### src/rtl/viewport_tile_window_unit_defines.svh
// ---------------------------------------------------------------------------
// Viewport tile window unit assertion macros
// Shared helpers for the concurrent checks at the end of the top level.
// ---------------------------------------------------------------------------
`ifndef VIEWPORT_TILE_WINDOW_UNIT_DEFINES_SVH
`define VIEWPORT_TILE_WINDOW_UNIT_DEFINES_SVH

// same-cycle implication
`define VPTW_ASSERT_IMPL(lbl, ante, cons, msg) \
  lbl: assert property (@(posedge clk) disable iff (!rst_n) (ante) |-> (cons)) \
    else $error(msg);

// next-cycle implication
`define VPTW_ASSERT_NEXT(lbl, ante, cons, msg) \
  lbl: assert property (@(posedge clk) disable iff (!rst_n) (ante) |=> (cons)) \
    else $error(msg);

`endif

### src/rtl/vptw_pkg.sv
// ---------------------------------------------------------------------------
// Viewport tile window package
// Shared constants and types of the viewport tile window unit.
// ---------------------------------------------------------------------------
package vptw_pkg;

  localparam int TILE_CAP_MAX_DEF = 64;
  localparam int COORD_BITS_DEF   = 32;

  localparam int CAP_W   = 7;
  localparam int SIZE_W  = 24;
  localparam int ORIG_W  = 32;
  localparam int OUT_W   = 32;
  localparam int IDX_W   = 8;
  localparam int DATA_W  = 32;

  localparam logic [IDX_W-1:0] REG_ORIGIN_EAST  = 8'd0;
  localparam logic [IDX_W-1:0] REG_ORIGIN_NORTH = 8'd1;
  localparam logic [IDX_W-1:0] REG_CELL_SIZE    = 8'd2;
  localparam logic [IDX_W-1:0] REG_TILE_CAP     = 8'd3;

  localparam logic [SIZE_W-1:0] CELL_SIZE_RST = 24'd1600;
  localparam logic [CAP_W-1:0]  TILE_CAP_RST  = 7'd64;

  typedef struct packed {
    logic done;
    logic rem_nz;
  } div_rsp_t;

endpackage

### src/rtl/vptw_if.sv
// ---------------------------------------------------------------------------
// Viewport tile window channel interfaces
// View input, tile output and configuration write channels.
// ---------------------------------------------------------------------------
interface vptw_in_if #(
  parameter int COORD_BITS = vptw_pkg::COORD_BITS_DEF
) ();
  logic                         valid;
  logic                         ready;
  logic signed [COORD_BITS-1:0] view_min_east;
  logic signed [COORD_BITS-1:0] view_min_north;
  logic signed [COORD_BITS-1:0] view_max_east;
  logic signed [COORD_BITS-1:0] view_max_north;

  modport source (output valid, view_min_east, view_min_north, view_max_east,
                  view_max_north, input ready);
  modport sink   (input valid, view_min_east, view_min_north, view_max_east,
                  view_max_north, output ready);
endinterface

interface vptw_out_if ();
  logic                                valid;
  logic                                ready;
  logic signed [vptw_pkg::OUT_W-1:0]   cell_column;
  logic signed [vptw_pkg::OUT_W-1:0]   cell_row;
  logic                                last_tile;

  modport source (output valid, cell_column, cell_row, last_tile, input ready);
  modport sink   (input valid, cell_column, cell_row, last_tile, output ready);
endinterface

interface vptw_cfg_if ();
  logic                            valid;
  logic                            ready;
  logic [vptw_pkg::IDX_W-1:0]      index;
  logic [vptw_pkg::DATA_W-1:0]     data;

  modport source (output valid, index, data, input ready);
  modport sink   (input valid, index, data, output ready);
endinterface

### src/rtl/vptw_div.sv
// ---------------------------------------------------------------------------
// Viewport tile window divider
// Restoring unsigned divider, one quotient bit per cycle.
// ---------------------------------------------------------------------------
module vptw_div #(
  parameter int NB = 33
) (
  input  logic                        clk,
  input  logic                        rst_n,
  input  logic                        start,
  input  logic [NB-1:0]               dividend,
  input  logic [vptw_pkg::SIZE_W-1:0] divisor,
  output logic [NB-1:0]               quot,
  output logic                        busy,
  output vptw_pkg::div_rsp_t          rsp
);
  localparam int SW = vptw_pkg::SIZE_W;
  localparam int CW = $clog2(NB + 1);

  logic [SW-1:0] rem_r, rem_nxt;
  logic [NB-1:0] q_r, q_nxt;
  logic [SW-1:0] d_r;
  logic [CW-1:0] cnt_r, cnt_nxt;
  logic          busy_r, busy_nxt;
  logic          done_r, done_nxt;
  logic [SW:0]   sh;
  logic          ge;

  always_comb begin
    sh       = {rem_r, q_r[NB-1]};
    ge       = (sh >= {1'b0, d_r});
    rem_nxt  = rem_r;
    q_nxt    = q_r;
    cnt_nxt  = cnt_r;
    busy_nxt = busy_r;
    done_nxt = 1'b0;
    if (start) begin
      rem_nxt  = '0;
      q_nxt    = dividend;
      cnt_nxt  = CW'(NB);
      busy_nxt = 1'b1;
    end else if (busy_r) begin
      rem_nxt = ge ? SW'(sh - {1'b0, d_r}) : sh[SW-1:0];
      q_nxt   = {q_r[NB-2:0], ge};
      cnt_nxt = cnt_r - 1'b1;
      if (cnt_r == CW'(1)) begin
        busy_nxt = 1'b0;
        done_nxt = 1'b1;
      end
    end
  end

  always_ff @(posedge clk) begin
    if (!rst_n) begin
      busy_r <= 1'b0;
      done_r <= 1'b0;
      cnt_r  <= '0;
    end else begin
      busy_r <= busy_nxt;
      done_r <= done_nxt;
      cnt_r  <= cnt_nxt;
    end
    rem_r <= rem_nxt;
    q_r   <= q_nxt;
    if (start) d_r <= divisor;
  end

  assign quot       = q_r;
  assign busy       = busy_r;
  assign rsp.done   = done_r;
  assign rsp.rem_nz = (rem_r != '0);

endmodule

### src/rtl/viewport_tile_window_unit.sv
// ---------------------------------------------------------------------------
// Viewport tile window unit
// Maps a view rectangle to grid cells and emits a capped, centered window.
// ---------------------------------------------------------------------------
// One view at a time. The four corner-to-cell divisions run on one shared
// restoring divider at one bit per cycle. The column search tries one
// candidate per cycle and, like the further divider pass that gives the
// rows, runs only when the view needs a window. Then one tile leaves per
// cycle while the sink is ready. in_ch.ready is low while a view is in work.
`include "viewport_tile_window_unit_defines.svh"

module viewport_tile_window_unit #(
  parameter int TILE_CAP_MAX = vptw_pkg::TILE_CAP_MAX_DEF,
  parameter int COORD_BITS   = vptw_pkg::COORD_BITS_DEF
) (
  input  logic        clk,
  input  logic        rst_n,
  vptw_cfg_if.sink    cfg_ch,
  vptw_in_if.sink     in_ch,
  vptw_out_if.source  out_ch
);
  localparam int CAPW = vptw_pkg::CAP_W;
  localparam int XW   = (COORD_BITS > 32) ? COORD_BITS : 32;
  localparam int NB   = XW + 1;
  localparam int CW   = COORD_BITS + 2;
  localparam int KKW  = 2 * CAPW - 1;
  localparam logic signed [NB:0] QMAX = (NB+1)'((64'sd1 <<< (COORD_BITS-1)) - 64'sd1);
  localparam logic signed [NB:0] QMIN = -QMAX - (NB+1)'(1);

  typedef enum logic [8:0] {
    ST_IDLE   = 9'b000000001,
    ST_DSTART = 9'b000000010,
    ST_DWAIT  = 9'b000000100,
    ST_SIZE   = 9'b000001000,
    ST_SEARCH = 9'b000010000,
    ST_RSTART = 9'b000100000,
    ST_RWAIT  = 9'b001000000,
    ST_PLACE  = 9'b010000000,
    ST_EMIT   = 9'b100000000
  } state_t;

  state_t state_r, state_nxt;

  // configuration registers
  logic signed [vptw_pkg::ORIG_W-1:0] oe_r, on_r;
  logic [vptw_pkg::SIZE_W-1:0]        size_r;
  logic [CAPW-1:0]                    tcap_r;

  logic signed [COORD_BITS-1:0] crd_r [4];
  logic signed [COORD_BITS-1:0] crd_nxt [4];
  logic signed [COORD_BITS-1:0] idx_r [4];
  logic [1:0]                   sel_r, sel_nxt;
  logic [CAPW-1:0]              cap_r, cap_nxt, cap_eff;
  logic [NB-1:0]                w_r, w_nxt, h_r, h_nxt;
  logic [NB-1:0]                w_c, h_c;
  logic [NB+CAPW-1:0]           capw_r, capw_nxt;
  logic [CAPW-1:0]              k_r, k_nxt, cols_r, cols_nxt, rows_r, rows_nxt;
  logic [KKW-1:0]               kk_r, kk_nxt;
  logic [CAPW-1:0]              ci_r, ci_nxt, ri_r, ri_nxt;
  logic signed [CW-1:0]         fc_r, fc_nxt, c_r, c_nxt, r_r, r_nxt;

  logic                         ov_r, ov_nxt, olast_r, olast_nxt;
  logic signed [vptw_pkg::OUT_W-1:0] ocol_r, ocol_nxt, orow_r, orow_nxt;

  // divider hookup
  logic                         div_start, div_busy;
  logic [NB-1:0]                div_dvd, div_q;
  logic [vptw_pkg::SIZE_W-1:0]  div_dsr;
  vptw_pkg::div_rsp_t           div_rsp;

  logic signed [NB-1:0]         num;
  logic                         num_neg;
  logic signed [NB:0]           q_full, q_sat;
  logic [13:0]                  small_area;
  logic                         need_win;
  logic [NB+KKW-1:0]            prod;
  logic [CAPW-1:0]              cand;
  logic signed [CW-1:0]         lo_c, hi_c, f_c;
  logic signed [CW+vptw_pkg::OUT_W-1:0] c_ext, r_ext;
  logic                         in_fire, out_fire, last_now, load;

  vptw_div #(.NB(NB)) u_div (
    .clk      (clk),
    .rst_n    (rst_n),
    .start    (div_start),
    .dividend (div_dvd),
    .divisor  (div_dsr),
    .quot     (div_q),
    .busy     (div_busy),
    .rsp      (div_rsp)
  );

  assign cfg_ch.ready = 1'b1;
  assign in_ch.ready  = (state_r == ST_IDLE);
  assign in_fire      = in_ch.valid && in_ch.ready;
  assign out_fire     = ov_r && out_ch.ready;
  assign cap_eff      = (tcap_r > CAPW'(TILE_CAP_MAX)) ? CAPW'(TILE_CAP_MAX) : tcap_r;

  always_ff @(posedge clk) begin
    if (!rst_n) begin
      oe_r   <= '0;
      on_r   <= '0;
      size_r <= vptw_pkg::CELL_SIZE_RST;
      tcap_r <= vptw_pkg::TILE_CAP_RST;
    end else if (cfg_ch.valid && cfg_ch.ready) begin
      unique case (cfg_ch.index)
        vptw_pkg::REG_ORIGIN_EAST:  oe_r   <= cfg_ch.data;
        vptw_pkg::REG_ORIGIN_NORTH: on_r   <= cfg_ch.data;
        vptw_pkg::REG_CELL_SIZE:    size_r <= cfg_ch.data[vptw_pkg::SIZE_W-1:0];
        vptw_pkg::REG_TILE_CAP:     tcap_r <= cfg_ch.data[CAPW-1:0];
        default: ;
      endcase
    end
  end

  // coordinate minus origin, magnitude to the divider
  always_comb begin
    num     = NB'(crd_r[sel_r]) - NB'(sel_r[1] ? on_r : oe_r);
    num_neg = num[NB-1];
    div_dvd = num_neg ? NB'(-num) : NB'(num);
    div_dsr = (size_r == '0) ? vptw_pkg::SIZE_W'(1) : size_r;
    if (state_r == ST_RSTART) begin
      div_dvd = NB'(cap_r);
      div_dsr = vptw_pkg::SIZE_W'(cols_r);
    end
    div_start = (state_r == ST_DSTART) || (state_r == ST_RSTART);
  end

  // floor and saturate
  always_comb begin
    q_full = num_neg ? (-$signed({1'b0, div_q}) - (NB+1)'(div_rsp.rem_nz))
                     : $signed({1'b0, div_q});
    if (q_full < QMIN)      q_sat = QMIN;
    else if (q_full > QMAX) q_sat = QMAX;
    else                    q_sat = q_full;
  end

  always_comb begin
    w_c        = NB'(idx_r[1]) - NB'(idx_r[0]) + NB'(1);
    h_c        = NB'(idx_r[3]) - NB'(idx_r[2]) + NB'(1);
    small_area = 14'(w_c[CAPW-1:0]) * 14'(h_c[CAPW-1:0]);
    need_win   = (h_c > NB'(cap_r)) || (w_c > NB'(cap_r)) || (small_area > 14'(cap_r));
    prod       = (NB+KKW)'(kk_r) * (NB+KKW)'(h_r);
  end

  // window placement, shared by columns and rows
  function automatic logic signed [CW-1:0] place(input logic signed [CW-1:0] lo,
                                                 input logic signed [CW-1:0] hi,
                                                 input logic [CAPW-1:0] n);
    logic signed [CW-1:0] mid, t, up;
    mid = lo + ((hi - lo) >>> 1);
    t   = mid - CW'(n >> 1);
    up  = hi - CW'(n) + CW'(1);
    if (t < lo)      return lo;
    else if (t > up) return up;
    else             return t;
  endfunction

  always_comb begin
    lo_c  = CW'(idx_r[0]);
    hi_c  = CW'(idx_r[1]);
    f_c   = place(lo_c, hi_c, cols_r);
  end

  always_comb begin
    state_nxt = state_r;
    crd_nxt   = crd_r;
    sel_nxt   = sel_r;
    cap_nxt   = cap_r;
    w_nxt     = w_r;
    h_nxt     = h_r;
    capw_nxt  = capw_r;
    k_nxt     = k_r;
    kk_nxt    = kk_r;
    cols_nxt  = cols_r;
    rows_nxt  = rows_r;
    ci_nxt    = ci_r;
    ri_nxt    = ri_r;
    fc_nxt    = fc_r;
    c_nxt     = c_r;
    r_nxt     = r_r;
    ov_nxt    = out_fire ? 1'b0 : ov_r;
    ocol_nxt  = ocol_r;
    orow_nxt  = orow_r;
    olast_nxt = olast_r;
    cand      = cols_r;
    last_now  = (ci_r == cols_r - 1'b1) && (ri_r == rows_r - 1'b1);
    load      = (state_r == ST_EMIT) && (!ov_r || out_ch.ready);
    c_ext     = (CW+vptw_pkg::OUT_W)'(c_r);
    r_ext     = (CW+vptw_pkg::OUT_W)'(r_r);

    unique case (state_r)
      ST_IDLE: begin
        if (in_fire && cap_eff != '0) begin
          crd_nxt[0] = (in_ch.view_min_east < in_ch.view_max_east) ?
                       in_ch.view_min_east : in_ch.view_max_east;
          crd_nxt[1] = (in_ch.view_min_east < in_ch.view_max_east) ?
                       in_ch.view_max_east : in_ch.view_min_east;
          crd_nxt[2] = (in_ch.view_min_north < in_ch.view_max_north) ?
                       in_ch.view_min_north : in_ch.view_max_north;
          crd_nxt[3] = (in_ch.view_min_north < in_ch.view_max_north) ?
                       in_ch.view_max_north : in_ch.view_min_north;
          cap_nxt    = cap_eff;
          sel_nxt    = 2'd0;
          state_nxt  = ST_DSTART;
        end
      end
      ST_DSTART: state_nxt = ST_DWAIT;
      ST_DWAIT: begin
        if (div_rsp.done) begin
          sel_nxt   = sel_r + 2'd1;
          state_nxt = (sel_r == 2'd3) ? ST_SIZE : ST_DSTART;
        end
      end
      ST_SIZE: begin
        w_nxt = w_c;
        h_nxt = h_c;
        if (need_win) begin
          capw_nxt  = (NB+CAPW)'(cap_r) * (NB+CAPW)'(w_c);
          k_nxt     = CAPW'(1);
          kk_nxt    = KKW'(1);
          cols_nxt  = CAPW'(1);
          state_nxt = ST_SEARCH;
        end else begin
          cols_nxt  = w_c[CAPW-1:0];
          rows_nxt  = h_c[CAPW-1:0];
          state_nxt = ST_PLACE;
        end
      end
      ST_SEARCH: begin
        // k*k*h grows with k: the last candidate that fits wins
        if (prod <= (NB+KKW)'(capw_r)) begin
          cand = k_r;
          if (k_r == cap_r) begin
            cols_nxt  = (w_r < NB'(cand)) ? w_r[CAPW-1:0] : cand;
            state_nxt = ST_RSTART;
          end else begin
            cols_nxt = cand;
            k_nxt    = k_r + 1'b1;
            kk_nxt   = kk_r + KKW'({k_r, 1'b1});
          end
        end else begin
          cols_nxt  = (w_r < NB'(cand)) ? w_r[CAPW-1:0] : cand;
          state_nxt = ST_RSTART;
        end
      end
      ST_RSTART: state_nxt = ST_RWAIT;
      ST_RWAIT: begin
        if (div_rsp.done) begin
          rows_nxt  = (NB'(div_q[CAPW-1:0]) > h_r) ? h_r[CAPW-1:0] : div_q[CAPW-1:0];
          state_nxt = ST_PLACE;
        end
      end
      ST_PLACE: begin
        fc_nxt    = f_c;
        c_nxt     = f_c;
        r_nxt     = place(CW'(idx_r[2]), CW'(idx_r[3]), rows_r);
        ci_nxt    = '0;
        ri_nxt    = '0;
        state_nxt = ST_EMIT;
      end
      ST_EMIT: begin
        if (load) begin
          ov_nxt    = 1'b1;
          ocol_nxt  = c_ext[vptw_pkg::OUT_W-1:0];
          orow_nxt  = r_ext[vptw_pkg::OUT_W-1:0];
          olast_nxt = last_now;
          if (ci_r == cols_r - 1'b1) begin
            ci_nxt = '0;
            c_nxt  = fc_r;
            ri_nxt = ri_r + 1'b1;
            r_nxt  = r_r + CW'(1);
          end else begin
            ci_nxt = ci_r + 1'b1;
            c_nxt  = c_r + CW'(1);
          end
          if (last_now) state_nxt = ST_IDLE;
        end
      end
      default: state_nxt = ST_IDLE;
    endcase
  end

  always_ff @(posedge clk) begin
    if (!rst_n) begin
      state_r <= ST_IDLE;
      ov_r    <= 1'b0;
    end else begin
      state_r <= state_nxt;
      ov_r    <= ov_nxt;
    end
    crd_r   <= crd_nxt;
    sel_r   <= sel_nxt;
    cap_r   <= cap_nxt;
    w_r     <= w_nxt;
    h_r     <= h_nxt;
    capw_r  <= capw_nxt;
    k_r     <= k_nxt;
    kk_r    <= kk_nxt;
    cols_r  <= cols_nxt;
    rows_r  <= rows_nxt;
    ci_r    <= ci_nxt;
    ri_r    <= ri_nxt;
    fc_r    <= fc_nxt;
    c_r     <= c_nxt;
    r_r     <= r_nxt;
    ocol_r  <= ocol_nxt;
    orow_r  <= orow_nxt;
    olast_r <= olast_nxt;
    if (state_r == ST_DWAIT && div_rsp.done) idx_r[sel_r] <= COORD_BITS'(q_sat);
  end

  assign out_ch.valid       = ov_r;
  assign out_ch.cell_column = ocol_r;
  assign out_ch.cell_row    = orow_r;
  assign out_ch.last_tile   = olast_r;

  `VPTW_ASSERT_NEXT(a_busy_after_accept, in_fire && cap_eff != '0, !in_ch.ready,
                    "ready high right after a view")
  `VPTW_ASSERT_IMPL(a_emit_dims, state_r == ST_EMIT, cols_r != '0 && rows_r != '0,
                    "empty window while emitting")
  `VPTW_ASSERT_IMPL(a_div_owner, div_busy, state_r == ST_DWAIT || state_r == ST_RWAIT,
                    "divider running outside a wait state")

endmodule
### src/flat_wrapper.sv
// flat-port wrapper written by rule: the top's interface ports become plain ports
module viewport_tile_window_unit_flat 
#(
  parameter int TILE_CAP_MAX = vptw_pkg::TILE_CAP_MAX_DEF,
  parameter int COORD_BITS   = vptw_pkg::COORD_BITS_DEF
)
  (clk, rst_n, cfg_ch_valid, cfg_ch_index, cfg_ch_data, cfg_ch_ready, in_ch_valid, in_ch_view_min_east, in_ch_view_min_north, in_ch_view_max_east, in_ch_view_max_north, in_ch_ready, out_ch_valid, out_ch_cell_column, out_ch_cell_row, out_ch_last_tile, out_ch_ready);
  vptw_cfg_if cfg_ch_i ();
  vptw_in_if #(.COORD_BITS(COORD_BITS)) in_ch_i ();
  vptw_out_if out_ch_i ();
  input  logic clk;
  input  logic rst_n;
  input wire logic [$bits(cfg_ch_i.valid)-1:0] cfg_ch_valid;
  input wire logic [$bits(cfg_ch_i.index)-1:0] cfg_ch_index;
  input wire logic [$bits(cfg_ch_i.data)-1:0] cfg_ch_data;
  output wire logic [$bits(cfg_ch_i.ready)-1:0] cfg_ch_ready;
  input wire logic [$bits(in_ch_i.valid)-1:0] in_ch_valid;
  input wire logic [$bits(in_ch_i.view_min_east)-1:0] in_ch_view_min_east;
  input wire logic [$bits(in_ch_i.view_min_north)-1:0] in_ch_view_min_north;
  input wire logic [$bits(in_ch_i.view_max_east)-1:0] in_ch_view_max_east;
  input wire logic [$bits(in_ch_i.view_max_north)-1:0] in_ch_view_max_north;
  output wire logic [$bits(in_ch_i.ready)-1:0] in_ch_ready;
  output wire logic [$bits(out_ch_i.valid)-1:0] out_ch_valid;
  output wire logic [$bits(out_ch_i.cell_column)-1:0] out_ch_cell_column;
  output wire logic [$bits(out_ch_i.cell_row)-1:0] out_ch_cell_row;
  output wire logic [$bits(out_ch_i.last_tile)-1:0] out_ch_last_tile;
  input wire logic [$bits(out_ch_i.ready)-1:0] out_ch_ready;
  assign cfg_ch_i.valid = cfg_ch_valid;
  assign cfg_ch_i.index = cfg_ch_index;
  assign cfg_ch_i.data = cfg_ch_data;
  assign cfg_ch_ready = cfg_ch_i.ready;
  assign in_ch_i.valid = in_ch_valid;
  assign in_ch_i.view_min_east = in_ch_view_min_east;
  assign in_ch_i.view_min_north = in_ch_view_min_north;
  assign in_ch_i.view_max_east = in_ch_view_max_east;
  assign in_ch_i.view_max_north = in_ch_view_max_north;
  assign in_ch_ready = in_ch_i.ready;
  assign out_ch_valid = out_ch_i.valid;
  assign out_ch_cell_column = out_ch_i.cell_column;
  assign out_ch_cell_row = out_ch_i.cell_row;
  assign out_ch_last_tile = out_ch_i.last_tile;
  assign out_ch_i.ready = out_ch_ready;
  viewport_tile_window_unit #(.TILE_CAP_MAX(TILE_CAP_MAX), .COORD_BITS(COORD_BITS)) u_core (.clk(clk), .rst_n(rst_n), .cfg_ch(cfg_ch_i), .in_ch(in_ch_i), .out_ch(out_ch_i));
endmodule
### config.mk
export PLATFORM = sky130hd
export DESIGN_NAME = viewport_tile_window_unit_flat
export DESIGN_NICKNAME = d
export VERILOG_FILES = /design/src/rtl/vptw_pkg.sv /design/src/rtl/vptw_if.sv /design/src/rtl/vptw_div.sv /design/src/rtl/viewport_tile_window_unit.sv /design/src/flat_wrapper.sv
export VERILOG_INCLUDE_DIRS = /design/src /design/src/rtl
export SDC_FILE = /design/constraint.sdc
export NUM_CORES = 2
export LEC_CHECK = 0
export BUFFER_PORTS_ARGS = -buffer_cell sky130_fd_sc_hd__clkbuf_2
export CELL_PAD_IN_SITES_DETAIL_PLACEMENT = 0
export CELL_PAD_IN_SITES_GLOBAL_PLACEMENT = 1
export CORE_ASPECT_RATIO = 0.5
export CORE_UTILIZATION = 37
export CTS_BUF_LIST = sky130_fd_sc_hd__clkbuf_2
export CTS_CLUSTER_DIAMETER = 40
export CTS_CLUSTER_SIZE = 14
export DETAILED_ROUTE_END_ITERATION = 10
export GPL_ROUTABILITY_DRIVEN = 0
export PLACE_DENSITY = 0.68
export SLEW_MARGIN = 10
export SYNTH_ARGS = -nofsm -noshare
export SYNTH_HDL_FRONTEND = slang
export SYNTH_SLANG_ARGS = --single-unit
### constraint.sdc
create_clock -name clk -period 30.2 [get_ports clk]
set_input_delay 4.53 -clock clk [delete_from_list [all_inputs] [get_ports clk]]
set_output_delay 4.53 -clock clk [all_outputs]
set_load 0.01 [all_outputs]
Word-level counts from Yosys, hierarchy flattened
Memory sizes are Yosys's and may differ from the RTL's. Index checks and enable logic that the tools add are counted.

Flip-flop bits (word level): 652. Memory bits (writable): 128. Output and inout port bits: 68. Logic and storage cells: 232. Memories: 1.

Memories: u_core.idx_r (words 4, bits a word 32, read ports 4, clocked after memory_dff 0, write ports 1, line viewport_tile_window_unit.sv:51) `logic signed [COORD_BITS-1:0] idx_r [4];`.

Add/sub/neg operators: 29. Multipliers: 3. $lt $le $gt $ge: 18. Equal/unequal tests: 29. Multiplexer cells: 77. Bitwise logic cells: 3. Reductions and logical operators: 37.

Operators by type and width (count): $mux 34 (9); $mux 32 (8); $mux 33 (5); $pmux 34 s2 (2); $sub 32x32->33 (4); $mux 7 (18); $pmux 9 s9 (1); $pmux 7 s2 (5); $add 34x1->34 const B (2); $add 34x2->34 const B (2); $gt 34x34->1 (2); $lt 34x32->1 (2); $sub 34x6->34 (2); $add 32x32->33 (2); $add 33x2->33 const B (2); $gt 33x7->1 (2); $lt 33x7->1 (2); $sub 32x8->33 (2); $bmux 32 s2 (1); $lt 32x32->1 (2); $mux 9 (7); $le 46x40->1 (1); $mul 13x33->46 (1); $mul 7x33->40 (1); other kinds (61) (111).

Depth between registers and ports, before layout
Depth after elaboration: 9. Mapped depth: 42. Gate-level depth less buffers: 39.

By module
Synthesis repeated with hierarchy kept, for this count alone.

Cell total of the unflattened synthesis: 8884. Area, all modules: 81862.3 sq um.

By module, submodules not included: viewport_tile_window_unit (instances 1, cells an instance 8428, area each 76961.3 sq um, sequential area each 19518.7 sq um); vptw_div (instances 1, cells an instance 456, area each 4901.0 sq um, sequential area each 2352.3 sq um).

Least setup slack after synthesis
OpenSTA, ideal clock, no wires.

Path kind: input port to flip-flop. From: input port in_ch_valid. To: register u_core.cap_r[0], enable pin. Setup time: 1.010 ns. Arrival: 18.441 ns. Required time: 29.190 ns. Slack: 10.749 ns. Stages: 2. Path buffers: 0. Cells stage by stage: o41ai_1 -> nor4b_1.

Cells in the longest elaborated chain, start to end: 3.

Ends and longest elaborated chain: from (decl) (line flat_wrapper.sv:17) `input wire logic [$bits(in_ch_i.valid)-1:0] in_ch_valid;`; $logic_and 1x1->1 (line viewport_tile_window_unit.sv:95) `assign in_fire = in_ch.valid && in_ch.ready;`; $logic_and 1x1->1 (line viewport_tile_window_unit.sv:194) `if (in_fire && cap_eff != '0) begin`; $reduce_and 2->1 (no source line); to (signal assigned) (line viewport_tile_window_unit.sv:294) `cap_r <= cap_nxt;`; to (decl) (line viewport_tile_window_unit.sv:53) `logic [CAPW-1:0] cap_r, cap_nxt, cap_eff;`.

Every way passes these cells. A chain may end at the register's enable or synchronous reset.

Worst setup path after layout
From: register u_core.kk_r[8]. To: register u_core.kk_r[2], enable pin.

Cells in the longest elaborated chain, start to end: 4.

Ends and longest elaborated chain: from (decl) (line viewport_tile_window_unit.sv:58) `logic [KKW-1:0] kk_r, kk_nxt;`; from (signal assigned) (line viewport_tile_window_unit.sv:299) `kk_r <= kk_nxt;`; $mul 13x33->46 (line viewport_tile_window_unit.sv:143) `prod = (NB+KKW)'(kk_r) * (NB+KKW)'(h_r);`; $le 46x40->1 (line viewport_tile_window_unit.sv:232) `if (prod <= (NB+KKW)'(capw_r)) begin`; $ne 2x1->1 (no source line); $reduce_and 4->1 (no source line).

Every way passes these cells.

==> impl_results.md <==
- Die Ht: 337 um
- Crit-path slowest cell: edfxtp_1
- Mapped Area: 0.0829 mm2
- Total of max-cap violations: 1
- Top FF cell, synth: edfxtp_1
- Endpoints failing hold: 0
- Via count of the first global-routing pass: 65700
- Number of placement rows: 122
- Clock Tree Root: clkbuf_2
- Num CTS Buffers: 110
- Max Fclk: 90.9 MHz
- DP Area: 0.0877 mm2
- Post-synthesis sequential area ratio: 26.4%
- Internal Power: ~2.1 mW
- Final critical-path share of the clock period: 36.4%
- Worst setup margin: between 15000 and 20000 ps
- Post-route cell area: 0.0894 mm2
- Core area: 0.222 mm2
- Routed Antenna Nets: 0
- Vias per cell: between 5 and 6
- Most common cell on crit path: fa_1
- Hpwl dp: 215000 um
- Maximum VDD drop: 0.0692 mV
- Setup violations, final: 0
- Mean area per synthesized cell: 9.08 um2
- Post-synthesis sequential element count: just under 800
- Comb pwr share: a little over two fifths
- Layout area overhead: 7.86%
- Largest net degree at the start of global routing: 95
- Post-CTS Setup Bufs: 0
- I/O Buffers: ~240
- Routed wire length: around 270000 um
- Syn Nets: 10700
- Share of post-route cells with drive strength above 1: a little under a tenth
- Worst-path clk slew: 220 ps
- Clk sinks: 774
- Full die area: 0.226 mm2
- DR pass1 iterations: 6
- CTS tree: yes
- Mapped Cells: about 9000
- Grt ovf: 0
- # hold bufs at CTS: 0
- CP arrival: 12150 ps
- Total power: roughly 3.7 mW
- Sw Pwr: 1.59 mW
- Critical path class: reg -> reg
- Drt drc: 0
- Worst Tran Pin Value: 1510 ps
- Synth async-reset ratio: 0%
- Setup TNS: 0 ps
- Worst-path fanout max: 20
- Initial antenna violation count: 27
- WP data required: 31350 ps
- Final Max Slew Viols: 5
- Crit path time final: around 11000 ps
- DR iter-0 viols: 6360
- Clock Tree Buf Depth: 3
- Post_cts resized: 0
- Seq pwr share: 35.8%
- Worst stage delay on the critical path: ~860 ps
- Synth warn: 0
- CP startpoint kind: flip-flop
- Nets: 10800
- CP Capture Type: flip-flop
- Worst hold path class: reg -> reg
- Status: complete, but fails checks
- Failing checks: max-capacitance violations, max-slew violations
- First-pass GRT wire length: 409000 um
- Initial Utilization: 37.4%
- Leak: 38.3 nW
- RSZ-0062 raised after global routing: no
- Final Skew: ~280 ps
- Die X: 671 um
- Gr usage total: 23.5%
- Skew-Pair Late Insertion Delay: 1710 ps
- Io pins: 241
- Number of enable flip-flop cells after synthesis: 637
- Pwr Density: 41.6 mW/mm2
- Switching Share: a little over two fifths
- Final core area utilization: between 40% and 50%
- Setup WS pre-CTS: 19300 ps
- Vias after detailed routing: 68000
- Headroom to the max-slew limit: -0.763%
- Clock share of power: between 20 and 25%
- # H-tree levels: 3
- Synth unique cells: 99
- Drt wl/cell: roughly 22 um
==> cell usage in the layout (no fill, tap or decap), drive strengths merged, types with 68 or more instances in the layout <==
| cell type | instances |
|---|---|
| a211oi | 117 |
| a21o | 197 |
| a21oi | 557 |
| a31oi | 79 |
| and2 | 296 |
| buf | 117 |
| clkbuf | 356 |
| dfxtp | 137 |
| edfxtp | 637 |
| fa | 590 |
| ha | 798 |
| inv | 1060 |
| mux2 | 146 |
| mux2i | 85 |
| nand2 | 1120 |
| nand2b | 76 |
| nand3 | 189 |
| nand4 | 120 |
| nor2 | 527 |
| nor2b | 85 |
| nor3 | 126 |
| nor4 | 80 |
| o211ai | 82 |
| o21a | 68 |
| o21ai | 384 |
| xnor2 | 314 |
| xor2 | 241 |
==> worst paths after layout <==
check,from,to,slack (ps),depth (start not counted)
max,u_core.kk_r[8],u_core.kk_r[2],19200,32
min,u_core.on_r[10],u_core.on_r[10],470,2
max reg2reg,u_core.kk_r[8],u_core.kk_r[2],19200,32
min reg2reg,u_core.on_r[10],u_core.on_r[10],470,2
==> power by group through the flow <==
| stage | Combinational (mW) | Sequential [mW] | Clock, mW |
|---|---|---|---|
| finish | 1.62 | 1.33 | 0.771 |
| floorplan | 1.04 | 1.36 | 0 |
| global placement | 1.58 | 1.35 | 0 |
| global route | 1.77 | 1.34 | 0.832 |
| detailed placement | 1.58 | 1.36 | 0 |
| CTS | 1.59 | 1.33 | 0.794 |
==> worst max-delay path, delay by kind of cell (launching register included) <==
family	cells	cell delay (ps)
buffers and inverters	4	610
flip-flops	1	860
adder cells (fa/ha/maj)	7	2970
AND/OR/NAND/NOR	11	3250
XOR/XNOR	1	220
AO/OA/AOI/OAI	9	2680
==> cell families (layout without fill, tap and decap cells) <==
logic type | Yosys count | count (layout) | synth area share, %
buffers and inverters | 1365 | 1583 | 6.19
and+or+nand+nor | 2913 | 2913 | 16.9
AOI/OAI and AO/OA | 1876 | 1876 | 14.5
DFF | 774 | 774 | 26.4
adders and majority gates | 1388 | 1388 | 26.3
muxes | 263 | 263 | 3.88
xor gates and xnor gates | 555 | 555 | 5.86
other | 1 | 13 | 0.00452
==> final cells by class <==
type / count / area (um2)
Antenna cell: 12 / 30.0
Clock buffer: 117 / 586
Clock inverter: 91 / 1080
Fill cell: 22500 / 133000
Inverter: 1019 / 3830
Multi-Input combinational cell: 6996 / 56200
Sequential cell: 774 / 21900
Tap cell: 2976 / 3720
Timing Repair Buffer: 356 / 2070
==> registers in the layout, summed over array words and instances, names as in the netlist, 33 cells and up <==
register / flops
u_core.capw_r: 40
u_core.crd_r: 128
u_core.h_r: 33
u_core.idx_r: 128
u_core.u_div.quot: 33
u_core.w_r: 33
==> per-stage QoR <==
step / hold WS [ps] / cells
after detailed placement: 446 / 12100
after floorplan: 433 / 9135
after CTS: 467 / 12300
after global placement: 442 / 12100
after global routing: 481 / 12300
final: 468 / 12300
==> cell usage after synthesis, drive strengths merged, types with 25 or more instances <==
| cell type | instances | share of area, % |
|---|---|---|
| nand2 | 1120 | 5.1 |
| inv | 1017 | 4.6 |
| ha | 798 | 12 |
| edfxtp | 637 | 23 |
| fa | 590 | 14 |
| a21oi | 557 | 3.4 |
| nor2 | 527 | 2.4 |
| o21ai | 384 | 2.3 |
| clkbuf | 333 | 1.5 |
| xnor2 | 314 | 3.3 |
| and2 | 296 | 2.2 |
| xor2 | 241 | 2.5 |
| a21o | 197 | 1.8 |
| nand3 | 189 | 1.1 |
| mux2 | 146 | 2.0 |
| dfxtp | 137 | 3.3 |
| nor3 | 126 | 0.76 |
| nand4 | 120 | 0.91 |
| a211oi | 117 | 1.1 |
| mux2i | 85 | 1.0 |
| nor2b | 85 | 0.64 |
| o211ai | 82 | 0.74 |
| nor4 | 80 | 0.63 |
| a31oi | 79 | 0.60 |
| nand2b | 76 | 0.57 |
| o21a | 68 | 0.62 |
| and3 | 64 | 0.48 |
| o21bai | 51 | 0.46 |
| or3 | 48 | 0.37 |
| or2 | 36 | 0.27 |
| o31ai | 35 | 0.32 |
| mux4 | 32 | 0.87 |
| or4 | 27 | 0.25 |
| a21boi | 25 | 0.23 |
| nand3b | 25 | 0.23 |
==> routing by layer <==
metal | part of all wire, % | GRT usage [%] | vias to the layer above
li1 | - | - | 32100
met1 | 46 | 33.7 | 33300
met2 | 44 | 36.7 | 2205
met3 | 7.6 | 4.23 | 324
met4 | 2.3 | 5.30 | 4
met5 | 0.010 | 0 | -
Power figures use the tool's default switching activity.
